<file path="config.mk">
export PLATFORM = sky130hd
export DESIGN_NAME = quadtree_buddy_allocator_flat
export DESIGN_NICKNAME = d
export VERILOG_FILES = /design/src/rtl/core/qba_pkg.sv /design/src/rtl/core/qba_if.sv /design/src/rtl/core/quadtree_buddy_allocator.sv /design/src/flat_wrapper.sv
export SDC_FILE = /design/constraint.sdc
export NUM_CORES = 2
export LEC_CHECK = 0
export ABC_CLOCK_PERIOD_IN_PS = 18400
export BUFFER_PORTS_ARGS = -buffer_cell sky130_fd_sc_hd__buf_2
export CORE_ASPECT_RATIO = 0.6
export CORE_UTILIZATION = 46
export CTS_CLUSTER_DIAMETER = 50
export DETAILED_ROUTE_END_ITERATION = 12
export PLACE_DENSITY = 0.57
export SLEW_MARGIN = 20
export SYNTH_ARGS = -nofsm -noshare
export SYNTH_HDL_FRONTEND = slang
export SYNTH_SLANG_ARGS = --single-unit
</file>
<file path="constraint.sdc">
create_clock -name clk -period 18.4 [get_ports clk]
set_input_delay 0.92 -clock clk [delete_from_list [all_inputs] [get_ports clk]]
set_output_delay 0.92 -clock clk [all_outputs]
set_load 0.01 [all_outputs]
</file>
<file path="src/rtl/core/qba_pkg.sv">
// Package with the constants, types and helper functions of the quadtree buddy allocator.
`timescale 1ns / 1ps

package qba_pkg;

    localparam int MAX_SIDE_LOG2 = 12;
    localparam int MAX_PAGES     = 16;
    localparam int FREE_DEPTH    = 4;

    localparam int NUM_LEVELS = MAX_SIDE_LOG2 + 1;
    localparam int LOG2_W     = 4;
    localparam int REQ_W      = 13;
    localparam int COORD_W    = 12;
    localparam int PAGE_W     = 4;
    localparam int STATUS_W   = 2;
    localparam int CFG_W      = 4;
    localparam int LVL_W      = $clog2(NUM_LEVELS);
    localparam int CNT_W      = $clog2(FREE_DEPTH + 1);
    localparam int HEAD_W     = (FREE_DEPTH > 1) ? $clog2(FREE_DEPTH) : 1;
    localparam int ADDR_W     = $clog2(NUM_LEVELS * FREE_DEPTH);
    localparam int MEM_DEPTH  = NUM_LEVELS * FREE_DEPTH;
    localparam int PAGES_W    = $clog2(MAX_PAGES + 1);

    typedef enum logic [STATUS_W-1:0] {
        STATUS_OK       = 2'd0,
        STATUS_OVERSIZE = 2'd1,
        STATUS_NO_PAGES = 2'd2
    } status_t;

    typedef enum logic {
        CFG_MAX_SIZE = 1'b0,
        CFG_MIN_SIZE = 1'b1
    } cfg_index_t;

    typedef enum logic [2:0] {
        ST_IDLE,
        ST_CALC,
        ST_SEARCH,
        ST_READ,
        ST_SPLIT,
        ST_PUSH,
        ST_OUT
    } state_t;

    typedef struct packed {
        logic [PAGE_W-1:0]  page;
        logic [COORD_W-1:0] x;
        logic [COORD_W-1:0] y;
    } quad_t;

    // Clamps a configured log2 size to the largest supported side.
    function automatic logic [LOG2_W-1:0] clamp_log2(input logic [CFG_W-1:0] v);
        logic [LOG2_W-1:0] r;
        if (32'(v) > MAX_SIDE_LOG2) begin
            r = LOG2_W'(MAX_SIDE_LOG2);
        end else begin
            r = LOG2_W'(v);
        end
        return r;
    endfunction

    // Smallest n with 2^n >= v; zero and one both give zero.
    function automatic logic [LOG2_W-1:0] ceil_log2(input logic [REQ_W-1:0] v);
        logic [REQ_W-1:0]  m;
        logic [LOG2_W-1:0] n;
        m = v - REQ_W'(1);
        n = '0;
        if (v > REQ_W'(1)) begin
            for (int i = 0; i < REQ_W; i++) begin
                if (m[i]) begin
                    n = LOG2_W'(i + 1);
                end
            end
        end
        return n;
    endfunction

endpackage

</file>
<file path="src/rtl/core/qba_if.sv">
// Valid/ready channel interfaces for allocation requests and grants.
`timescale 1ns / 1ps

interface qba_req_if;
    import qba_pkg::*;

    logic             valid;
    logic             ready;
    logic [REQ_W-1:0] req_width;
    logic [REQ_W-1:0] req_height;

    modport source (output valid, output req_width, output req_height, input ready);
    modport sink (input valid, input req_width, input req_height, output ready);
endinterface

interface qba_grant_if;
    import qba_pkg::*;

    logic                valid;
    logic                ready;
    logic [PAGE_W-1:0]   grant_page;
    logic [COORD_W-1:0]  grant_x;
    logic [COORD_W-1:0]  grant_y;
    logic [LOG2_W-1:0]   grant_size_log2;
    logic [STATUS_W-1:0] status;

    modport source (
        output valid, output grant_page, output grant_x, output grant_y,
        output grant_size_log2, output status, input ready
    );
    modport sink (
        input valid, input grant_page, input grant_x, input grant_y,
        input grant_size_log2, input status, output ready
    );
endinterface

</file>
<file path="src/rtl/core/quadtree_buddy_allocator.sv">
// Top level of the quadtree buddy allocator: sequencer, free-list memory and level bookkeeping.
`timescale 1ns / 1ps

//  Channel   Direction  Handshake        Item contents
//  cfg       in         cfg_we           cfg_index selects the register, cfg_data is its value
//  req       in         valid / ready    req_width, req_height
//  grant     out        valid / ready    grant_page, grant_x, grant_y, grant_size_log2, status
//
// A request is first sized, then the free lists are examined in turn (up to NUM_LEVELS),
// then the popped entry is read, or a fresh page is opened when every list is empty; each
// level split is one check plus one push for each of three children, and a final check
// precedes offering the grant. An oversize request takes the shortest path. The free-list
// memory, accessed once per cycle, and the one-child-per-cycle push shape this sequence.
// Reset clears the level counts, read pointers and page count at once; the free-list
// memory itself is not cleared, since an entry is only read once its level holds it.
// A grant waiting on a stalled sink holds; a new request is taken in the cycle the grant
// leaves.

module quadtree_buddy_allocator (
    input  logic                  clk,
    input  logic                  rst_n,
    input  logic                  cfg_we,
    input  qba_pkg::cfg_index_t   cfg_index,
    input  logic [qba_pkg::CFG_W-1:0] cfg_data,
    qba_req_if.sink               req,
    qba_grant_if.source           grant
);
    import qba_pkg::*;

    localparam logic [ADDR_W-1:0] DEPTH_A = ADDR_W'(FREE_DEPTH);
    localparam logic [CNT_W-1:0]  DEPTH_C = CNT_W'(FREE_DEPTH);

    // Configuration registers.
    logic [CFG_W-1:0] max_size_reg;
    logic [CFG_W-1:0] min_size_reg;

    // Sequencer state and working registers.
    state_t              state_reg, state_next;
    logic [REQ_W-1:0]    width_reg, width_next;
    logic [REQ_W-1:0]    height_reg, height_next;
    logic [LOG2_W-1:0]   s_reg, s_next;
    logic [LVL_W-1:0]    lvl_reg, lvl_next;
    logic [LOG2_W-1:0]   cur_reg, cur_next;
    logic [1:0]          child_reg, child_next;
    quad_t               quad_reg, quad_next;
    status_t             status_reg, status_next;
    logic [PAGES_W-1:0]  pages_used_reg, pages_used_next;

    // Per-level bookkeeping, all touched at the current level only.
    logic [CNT_W-1:0]  free_count_reg [NUM_LEVELS];
    logic [HEAD_W-1:0] free_head_reg [NUM_LEVELS];
    logic              pop_en;
    logic              push_en;

    // Free-list memory, one row of FREE_DEPTH slots per level.
    quad_t             free_mem [MEM_DEPTH];
    quad_t             rd_data_reg;
    logic              rd_en;
    logic [ADDR_W-1:0] rd_addr;
    logic              wr_en;
    logic [ADDR_W-1:0] wr_addr;
    quad_t             wr_data;

    logic [LOG2_W-1:0]  maxl;
    logic [LOG2_W-1:0]  minl;
    logic [LOG2_W-1:0]  sw;
    logic [LOG2_W-1:0]  sh;
    logic [LOG2_W-1:0]  s_calc;
    logic [CNT_W-1:0]   cur_count;
    logic [HEAD_W-1:0]  cur_head;
    logic [HEAD_W-1:0]  head_inc;
    logic [CNT_W:0]     slot_sum;
    logic [CNT_W:0]     slot_wrap;
    logic [COORD_W-1:0] half;
    logic               req_take;

    assign maxl      = clamp_log2(max_size_reg);
    assign minl      = clamp_log2(min_size_reg);
    assign sw        = ceil_log2(width_reg);
    assign sh        = ceil_log2(height_reg);
    assign cur_count = free_count_reg[lvl_reg];
    assign cur_head  = free_head_reg[lvl_reg];
    assign head_inc  = (32'(cur_head) == FREE_DEPTH - 1) ? '0 : cur_head + HEAD_W'(1);
    // Tail slot: head plus count stays below twice the depth, so one subtract wraps it.
    assign slot_sum  = (CNT_W + 1)'(cur_head) + (CNT_W + 1)'(cur_count);
    assign slot_wrap = (slot_sum >= (CNT_W + 1)'(FREE_DEPTH))
                     ? slot_sum - (CNT_W + 1)'(FREE_DEPTH) : slot_sum;
    assign half      = COORD_W'(1) << cur_reg;
    assign rd_addr   = ADDR_W'(lvl_reg) * DEPTH_A + ADDR_W'(cur_head);
    assign wr_addr   = ADDR_W'(lvl_reg) * DEPTH_A + ADDR_W'(slot_wrap);

    always_comb
    begin
        s_calc = sw;
        if (sh > s_calc) begin
            s_calc = sh;
        end
        if (minl > s_calc) begin
            s_calc = minl;
        end
    end

    assign req.ready = (state_reg == ST_IDLE) || ((state_reg == ST_OUT) && grant.ready);
    assign req_take  = req.valid && req.ready;

    assign grant.valid           = (state_reg == ST_OUT);
    assign grant.grant_page      = quad_reg.page;
    assign grant.grant_x         = quad_reg.x;
    assign grant.grant_y         = quad_reg.y;
    assign grant.grant_size_log2 = (status_reg == STATUS_OK) ? s_reg : '0;
    assign grant.status          = status_reg;

    always_ff @(posedge clk or negedge rst_n)
    begin
        if (!rst_n) begin
            max_size_reg <= CFG_W'(MAX_SIDE_LOG2);
            min_size_reg <= '0;
        end else if (cfg_we) begin
            unique case (cfg_index)
                CFG_MAX_SIZE: max_size_reg <= cfg_data;
                CFG_MIN_SIZE: min_size_reg <= cfg_data;
                default:      max_size_reg <= max_size_reg;
            endcase
        end
    end

    always_ff @(posedge clk or negedge rst_n)
    begin
        if (!rst_n) begin
            state_reg      <= ST_IDLE;
            pages_used_reg <= '0;
        end else begin
            state_reg      <= state_next;
            pages_used_reg <= pages_used_next;
        end
    end

    always_ff @(posedge clk)
    begin
        width_reg  <= width_next;
        height_reg <= height_next;
        s_reg      <= s_next;
        lvl_reg    <= lvl_next;
        cur_reg    <= cur_next;
        child_reg  <= child_next;
        quad_reg   <= quad_next;
        status_reg <= status_next;
    end

    always_ff @(posedge clk or negedge rst_n)
    begin
        if (!rst_n) begin
            for (int i = 0; i < NUM_LEVELS; i++) begin
                free_count_reg[i] <= '0;
                free_head_reg[i]  <= '0;
            end
        end else if (pop_en) begin
            free_count_reg[lvl_reg] <= cur_count - CNT_W'(1);
            free_head_reg[lvl_reg]  <= head_inc;
        end else if (push_en) begin
            free_count_reg[lvl_reg] <= cur_count + CNT_W'(1);
        end
    end

    always_ff @(posedge clk)
    begin
        if (wr_en) begin
            free_mem[wr_addr] <= wr_data;
        end
        if (rd_en) begin
            rd_data_reg <= free_mem[rd_addr];
        end
    end

    always_comb
    begin
        state_next      = state_reg;
        width_next      = width_reg;
        height_next     = height_reg;
        s_next          = s_reg;
        lvl_next        = lvl_reg;
        cur_next        = cur_reg;
        child_next      = child_reg;
        quad_next       = quad_reg;
        status_next     = status_reg;
        pages_used_next = pages_used_reg;
        pop_en          = 1'b0;
        push_en         = 1'b0;
        rd_en           = 1'b0;
        wr_en           = 1'b0;
        wr_data         = quad_reg;

        unique case (state_reg)
            ST_IDLE: begin
                if (req_take) begin
                    width_next  = req.req_width;
                    height_next = req.req_height;
                    state_next  = ST_CALC;
                end
            end
            ST_CALC: begin
                s_next = s_calc;
                if (s_calc > maxl) begin
                    status_next = STATUS_OVERSIZE;
                    quad_next   = '0;
                    state_next  = ST_OUT;
                end else begin
                    lvl_next   = LVL_W'(maxl - s_calc);
                    state_next = ST_SEARCH;
                end
            end
            ST_SEARCH: begin
                if (cur_count != '0) begin
                    pop_en     = 1'b1;
                    rd_en      = 1'b1;
                    state_next = ST_READ;
                end else if (lvl_reg != '0) begin
                    lvl_next = lvl_reg - LVL_W'(1);
                end else if (32'(pages_used_reg) >= MAX_PAGES) begin
                    status_next = STATUS_NO_PAGES;
                    quad_next   = '0;
                    state_next  = ST_OUT;
                end else begin
                    // Every list is empty: open a fresh page as one whole quad.
                    quad_next.page  = PAGE_W'(pages_used_reg);
                    quad_next.x     = '0;
                    quad_next.y     = '0;
                    pages_used_next = pages_used_reg + PAGES_W'(1);
                    cur_next        = maxl;
                    state_next      = ST_SPLIT;
                end
            end
            ST_READ: begin
                quad_next  = rd_data_reg;
                cur_next   = maxl - LOG2_W'(lvl_reg);
                state_next = ST_SPLIT;
            end
            ST_SPLIT: begin
                if (cur_reg > s_reg) begin
                    cur_next   = cur_reg - LOG2_W'(1);
                    lvl_next   = lvl_reg + LVL_W'(1);
                    child_next = 2'd0;
                    state_next = ST_PUSH;
                end else begin
                    status_next = STATUS_OK;
                    state_next  = ST_OUT;
                end
            end
            ST_PUSH: begin
                // Right, bottom and bottom-right quadrants go to the finer level in turn;
                // a push into a full list is dropped.
                case (child_reg)
                    2'd0:    wr_data.x = quad_reg.x + half;
                    2'd1:    wr_data.y = quad_reg.y + half;
                    default: begin
                        wr_data.x = quad_reg.x + half;
                        wr_data.y = quad_reg.y + half;
                    end
                endcase
                if (cur_count < DEPTH_C) begin
                    wr_en   = 1'b1;
                    push_en = 1'b1;
                end
                if (child_reg == 2'd2) begin
                    state_next = ST_SPLIT;
                end else begin
                    child_next = child_reg + 2'd1;
                end
            end
            ST_OUT: begin
                if (grant.ready) begin
                    if (req_take) begin
                        width_next  = req.req_width;
                        height_next = req.req_height;
                        state_next  = ST_CALC;
                    end else begin
                        state_next = ST_IDLE;
                    end
                end
            end
            default: state_next = ST_IDLE;
        endcase
    end

endmodule
</file>
<file path="src/flat_wrapper.sv">
// flat-port wrapper written by rule: the top's interface ports become plain ports
module quadtree_buddy_allocator_flat import qba_pkg::*;
  (clk, rst_n, cfg_we, cfg_index, cfg_data, req_valid, req_req_width, req_req_height, req_ready, grant_valid, grant_grant_page, grant_grant_x, grant_grant_y, grant_grant_size_log2, grant_status, grant_ready);
  qba_req_if req_i ();
  qba_grant_if grant_i ();
  input  logic clk;
  input  logic rst_n;
  input  logic cfg_we;
  input  qba_pkg::cfg_index_t cfg_index;
  input  logic [qba_pkg::CFG_W-1:0] cfg_data;
  input wire logic [$bits(req_i.valid)-1:0] req_valid;
  input wire logic [$bits(req_i.req_width)-1:0] req_req_width;
  input wire logic [$bits(req_i.req_height)-1:0] req_req_height;
  output wire logic [$bits(req_i.ready)-1:0] req_ready;
  output wire logic [$bits(grant_i.valid)-1:0] grant_valid;
  output wire logic [$bits(grant_i.grant_page)-1:0] grant_grant_page;
  output wire logic [$bits(grant_i.grant_x)-1:0] grant_grant_x;
  output wire logic [$bits(grant_i.grant_y)-1:0] grant_grant_y;
  output wire logic [$bits(grant_i.grant_size_log2)-1:0] grant_grant_size_log2;
  output wire logic [$bits(grant_i.status)-1:0] grant_status;
  input wire logic [$bits(grant_i.ready)-1:0] grant_ready;
  assign req_i.valid = req_valid;
  assign req_i.req_width = req_req_width;
  assign req_i.req_height = req_req_height;
  assign req_ready = req_i.ready;
  assign grant_valid = grant_i.valid;
  assign grant_grant_page = grant_i.grant_page;
  assign grant_grant_x = grant_i.grant_x;
  assign grant_grant_y = grant_i.grant_y;
  assign grant_grant_size_log2 = grant_i.grant_size_log2;
  assign grant_status = grant_i.status;
  assign grant_i.ready = grant_ready;
  quadtree_buddy_allocator u_core (.clk(clk), .rst_n(rst_n), .cfg_we(cfg_we), .cfg_index(cfg_index), .cfg_data(cfg_data), .req(req_i), .grant(grant_i));
endmodule
</file>
Word level (Yosys, flattened, before mapping)
Memory sizes are Yosys's and may differ from the RTL's. A register that Yosys moved wholly into a read port is not among the register bits.
Index checks and enable logic that the tools add are counted.
{"block": "word_totals", "n_memories": 1, "reg_bits": 151, "ramBits": 1456, "latch_bits": 0, "rom_bits": 0, "output_inout_bits": 36, "inputBits": 36, "word_cells": 225}
{"block": "classes", "addsub": 18, "bitwise": 5, "n_eq_ne": 23, "n_mul": 0, "shift": 1, "magnitude_cmp": 13, "reduce_logical": 25, "n_mux": 99, "div": 0}
{"name": "u_core.free_mem", "depth": 52, "width": 28, "rd": 1, "rd_clocked_by_memory_dff": 1, "wr": 1, "line_no": "quadtree_buddy_allocator.sv:56", "text": "quad_t free_mem [MEM_DEPTH];"}
{"cell": "$mux 28", "n": 4}
{"cell": "$mux 4", "n": 28}
{"cell": "$pmux 28 s3", "n": 1}
{"cell": "$bwmux 39", "n": 2}
{"cell": "$mux 39", "n": 2}
{"cell": "$mux 13", "n": 4}
{"cell": "$pmux 13 s2", "n": 2}
{"cell": "$mux 3", "n": 17}
{"cell": "$mux 2", "n": 17}
{"cell": "$bwmux 26", "n": 1}
{"cell": "$gt 13x1->1 const B", "n": 2}
{"cell": "$sub 13x1->13 const B", "n": 2}
{"cell": "$add 12x12->12", "n": 2}
{"cell": "$mux 12", "n": 2}
{"cell": "$mux 24", "n": 1}
{"cell": "$pmux 4 s3", "n": 2}
{"cell": "$pmux 3 s7", "n": 1}
{"cell": "$gt 4x4->1", "n": 4}
{"cell": "$ne 2x1->1 const B", "n": 7}
{"cell": "$bmux 3 s4", "n": 1}
{"cell": "$demux 3 s4", "n": 1}
{"cell": "$ne 2x2->1 const B", "n": 6}
{"cell": "$reduce_and 4->1", "n": 3}
{"cell": "$reduce_bool 3->1", "n": 4}
{"cell": "40 further kinds", "n": 68}

Logic depth before layout (Yosys ltp)
{"block": "logic_depth", "depth_word": 22, "mapped_depth": 33, "depth_no_buf": 31}

Least setup slack after synthesis
No wires, ideal clock.
{"block": "synth_timing", "path_type": "register to register", "startpoint": "reg u_core.width_reg[0]", "endpoint": "reg u_core.quad_reg, in the netlist u_core.grant.grant_page[0], enable pin", "period_less_slack_ns": 7.494, "n_path_buf": 2, "stages_incl_launch_ff": 30, "t_required_ns": 17.976, "path_slack_ns": 10.906, "arrival_ns": 7.070, "setup_ns": 0.424, "cell_sequence": "edfxtp_1 > clkbuf_1 > inv_1 > ha_1 > clkbuf_1 > or3b_2 > a2111o_1 > o211ai_1 > o211ai_1 > a31oi_1 > inv_1 > ha_1 > nor2b_1 > o21a_1 > o21a_1 > o21a_1 > mux2_2 > inv_1 > ha_1 > o211ai_1 > and3_1 > o21ai_2 > mux2_2 > ha_1 > inv_1 > fa_1 > a21o_1 > a21oi_1 > o21ai_0 > a21oi_1"}
{"block": "synth_via", "elab_chain_len": 22, "elab_cells_between_ends": 23, "cone_classes": "add/sub: 1; order compare: 4; eq/ne: 1; mux: 16; reduce/logical: 1"}
{"item": "from (decl)", "line_no": "quadtree_buddy_allocator.sv:39", "text": "logic [REQ_W-1:0] width_reg, width_next;"}
{"item": "from (signal assigned)", "line_no": "quadtree_buddy_allocator.sv:140", "text": "width_reg <= width_next;"}
{"item": "$sub 13x1->13", "line_no": "qba_pkg.sv:66", "text": "m = v - REQ_W'(1);"}
{"item": "$mux 1", "line_no": "qba_pkg.sv:70", "text": "if (m[i]) begin"}
{"item": "$mux 2 (2 in a row)", "line_no": "qba_pkg.sv:70"}
{"item": "$mux 3 (4 in a row)", "line_no": "qba_pkg.sv:70"}
{"item": "$mux 4 (6 in a row)", "line_no": "qba_pkg.sv:70"}
{"item": "$mux 4 (*)", "line_no": "qba_pkg.sv:68", "text": "if (v > REQ_W'(1)) begin"}
{"item": "$gt 4x4->1", "line_no": "quadtree_buddy_allocator.sv:95", "text": "if (sh > s_calc) begin"}
{"item": "$mux 4 (*)", "line_no": "quadtree_buddy_allocator.sv:95"}
{"item": "$gt 4x4->1", "line_no": "quadtree_buddy_allocator.sv:98", "text": "if (minl > s_calc) begin"}
{"item": "$mux 4 (*)", "line_no": "quadtree_buddy_allocator.sv:98"}
{"item": "via u_core.s_calc[0]", "line_no": "quadtree_buddy_allocator.sv:68", "text": "logic [LOG2_W-1:0] s_calc;"}
{"item": "$gt 4x4->1 (*)", "line_no": "quadtree_buddy_allocator.sv:203", "text": "if (s_calc > maxl) begin"}
{"item": "$ne 2x1->1 (no source line) (*)"}
{"item": "$reduce_and 4->1 (no source line) (*)"}
{"item": "to (signal assigned)", "line_no": "quadtree_buddy_allocator.sv:146", "text": "quad_reg <= quad_next;"}
{"item": "to (decl)", "line_no": "quadtree_buddy_allocator.sv:45", "text": "quad_t quad_reg, quad_next;"}
Mark *: on every way through the listed nets, which the timed path passes. The rest lies on a longest branch.
A chain may end at the register's enable or synchronous reset.

Worst setup path after layout
{"block": "layout_timing", "startpoint": "reg u_core.width_reg[4]", "endpoint": "reg u_core.quad_reg, in the netlist u_core.grant.grant_x[9], enable pin"}
{"block": "layout_via", "elab_chain_len": 18, "elab_cells_between_ends": 19, "cone_classes": "add/sub: 1; order compare: 4; eq/ne: 1; mux: 12; reduce/logical: 1"}
{"item": "$sub 13x1->13", "line_no": "qba_pkg.sv:66"}
{"item": "$mux 3 (3 in a row)", "line_no": "qba_pkg.sv:70"}
{"item": "$mux 4 (6 in a row)", "line_no": "qba_pkg.sv:70"}
{"item": "$mux 4 (*)", "line_no": "qba_pkg.sv:68"}
{"item": "$gt 4x4->1", "line_no": "quadtree_buddy_allocator.sv:95"}
{"item": "$mux 4 (*)", "line_no": "quadtree_buddy_allocator.sv:95"}
{"item": "$gt 4x4->1", "line_no": "quadtree_buddy_allocator.sv:98"}
{"item": "$mux 4 (*)", "line_no": "quadtree_buddy_allocator.sv:98"}
{"item": "via u_core.s_calc[0]", "line_no": "quadtree_buddy_allocator.sv:68"}
{"item": "$gt 4x4->1 (*)", "line_no": "quadtree_buddy_allocator.sv:203"}
{"item": "$ne 2x1->1 (no source line) (*)"}
{"item": "$reduce_and 4->1 (no source line) (*)"}
Marks and branches as above.

==> run summary <==
Max_cap viols = 0
EDFF count, synth = 1554
DRT iter0 DRCs = 6521
Hpwl dp = 134 mm
Die Y = 297 um
Max reg flops = 1456
Worst VDD drop = 130 uV
Wire per inst = 34.5 um
Worst-path clk slew = 0.06 ns
Design area = 75600 um2
Slew @ Worst Pin = 1.08 ns
Critical Path RT = 18.79 ns
Syn Area/Cell = 16.7 um2
DR vias = 39721
Share of layout cells above drive strength 1 = 19.1%
Final Max Tran Viols = 0
CTS resizes = 0
Root Buffer = clkbuf_16
Clock tree buffer depth = 3
Starting Density = 46.7%
Pleak = 25.2 nW
Fin Setup TNS = 0 ns
Fin util = 52.8%
Post-synth top flop = edfxtp_1
Synth top area share = 69.8%
Post-synthesis sequential area ratio = 72.8%
Cell Area, Synth = 66900 um2
Num ports = 72
CTS Buf Count = 155
Area grow syn2layout = 13.1%
Crit path largest cell delay = 0.77 ns
H-tree levels = 4
Post-synth top cells = edfxtp_1, nand2_1, mux2i_1
Maximum clock frequency = 131 MHz
First-pass GRT wire length = 298 mm
CP bufs+invs = 2
Synth Instances = 3994
Setup crit start kind = flip-flop
Full die area = 147000 um2
CP arrival = 8.05 ns
Gr usage total = 29.3%
Family with the most delay on the worst path = compound AO/OA/AOI/OAI gates
Fin Clk Skew = 0.0393 ns
Yosys warns = 0
Nets@finish = 4264
Filler cells = 11405
Synth unique cells = 81
CP Max Fanout = 29
Drt pass-1 iters = 6
Dpl cell area = 70500 um2
Routed wire length = 215 mm
Clock Sinks = 1635
Largest net degree at the start of global routing = 103
Setup violators final = 0
GRT Residual Overflow = 0
Worst-Skew Late Latency = 0.80 ns
Pwr dens = 162 nW/um2
Worst rel slew slack = 28.1%
Synth Register Bits = 1635
Tightest Hold Check Type = in2reg
Die W = 494 um
CP max stage cell = a21oi_4
Crit Path Class = reg2reg
Post-route ant nets = 0
Number of global-route vias before repair = 36370
Status = completed
GPL Wtd Cong = 0.897
Top cells by area, synth = edfxtp_1, mux4_2, mux2i_1
Row count = 107
Via/cell ratio = 6.38
Final hold violation count = 0
Largest area contributor in the netlist = edfxtp_1
DRC viols = 0
Syn nets = 4101
Ys async rst share = 4.95%
RSZ-0062 raised after global routing = no
TritonCTS clock tree = yes
IO buf count = 71
Pre-CTS WS = 10.82 ns
Period minus WS final = 7.66 ns
Top-count cell post-synth = edfxtp_1
Worst Setup End Kind = flip-flop
Ratio of final minimum period to clock period = 41.6%
Core area = 143000 um2
Final worst-path setup slack = 10.74 ns
Initial antenna violation count = 24
per-layer routing:
| metal | vias to the layer above | wire length [um] | global-route usage [%] | part of all wire, % |
|---|---|---|---|---|
| met2 | 2681 | 85300 | 37.9 | 40 |
| met4 | 8 | 3940 | 6.10 | 1.8 |
| met1 | 20632 | 95600 | 48.1 | 44 |
| li1 | 16160 | - | - | - |
| met3 | 240 | 30000 | 8.39 | 14 |
| met5 | - | 366 | 0 | 0.17 |
report_power, final:
| group | leakage, nW | internal (mW) | switching [mW] |
|---|---|---|---|
| sequential | 15.2 | 4.70 | 0.140 |
| clock | 2.44 | 1.80 | 1.44 |
| combinational | 7.53 | 1.27 | 2.86 |
| total | 25.2 | 7.78 | 4.44 |
logic make-up after synthesis:
| logic type | count (synthesis) | share of synthesized area (%) |
|---|---|---|
| DFF | 1635 | 72.8 |
| and+or+nand+nor | 975 | 6.70 |
| muxes | 541 | 11.9 |
| AOI/OAI and AO/OA | 481 | 4.96 |
| buffers and inverters | 255 | 1.72 |
| adders and majority gates | 71 | 1.41 |
| xor gates and xnor gates | 36 | 0.472 |
metrics by stage:
stage               hold slack, ns  power (mW)  cells
floorplan                    0.442        7.30   3994
global placement             0.458        8.94   5905
detailed placement           0.465        8.96   5906
CTS                          0.275        12.1   6191
global route                 0.302        12.6   6191
finish                       0.319        12.2   6228
worst paths after layout:
path	startpoint	to	slack, ns	depth (start not counted)
worst max-delay path	u_core.width_reg[4]	u_core.grant.grant_x[9]	10.74	25
worst min-delay path	req_req_height[10]	u_core.height_reg[10]	0.32	1
worst max register to register	u_core.width_reg[4]	u_core.grant.grant_x[9]	10.74	25
worst min register to register	u_core.free_head_reg[15]	u_core.free_head_reg[15]	0.48	2
max in group asynchronous	rst_n	u_core.min_size_reg[1]	16.66	3
min in group asynchronous	rst_n	u_core.free_count_reg[35]	0.51	2
cell type report:
class | count | area, um2 | area share (%)
diodes | 37 | 92.6 | 0.122
clock buffers | 196 | 4130 | 5.46
clock inverters | 88 | 878 | 1.16
inverters | 48 | 204 | 0.270
multi-input cells | 2104 | 17700 | 23.5
flip-flops and latches | 1635 | 48700 | 64.4
well taps | 1907 | 2390 | 3.16
repair buffers | 213 | 1480 | 1.96
cell usage in the layout, fill, tap and decap left out, drive strengths merged, types with 9 or more instances in the layout:
| master | instances |
|---|---|
| edfxtp | 1554 |
| nand2 | 492 |
| mux2i | 282 |
| buf | 212 |
| mux4 | 198 |
| clkbuf | 196 |
| nor2 | 123 |
| nand3 | 86 |
| and3 | 80 |
| dfrtp | 79 |
| o21ai | 78 |
| a21oi | 73 |
| o22ai | 70 |
| ha | 64 |
| inv | 63 |
| mux2 | 61 |
| clkinv | 54 |
| a22oi | 44 |
| diode | 37 |
| a311oi | 34 |
| nor3 | 32 |
| nand4 | 26 |
| a31oi | 22 |
| nor4 | 22 |
| nand2b | 21 |
| and2 | 21 |
| xnor2 | 21 |
| nor2b | 19 |
| a211oi | 15 |
| xor2 | 15 |
| bufinv | 14 |
| o211ai | 13 |
| a22o | 13 |
| or3 | 11 |
| or2 | 11 |
| o21a | 10 |
| nor3b | 10 |
| o2111ai | 10 |
| o31ai | 10 |
| a21o | 9 |
timing repair:
action,CTS,global route
buffers inserted,0,0
endpoints found under the hold margin,9,0
hold buffers,1,0
Note: power is estimated with default switching activity, not from simulation.
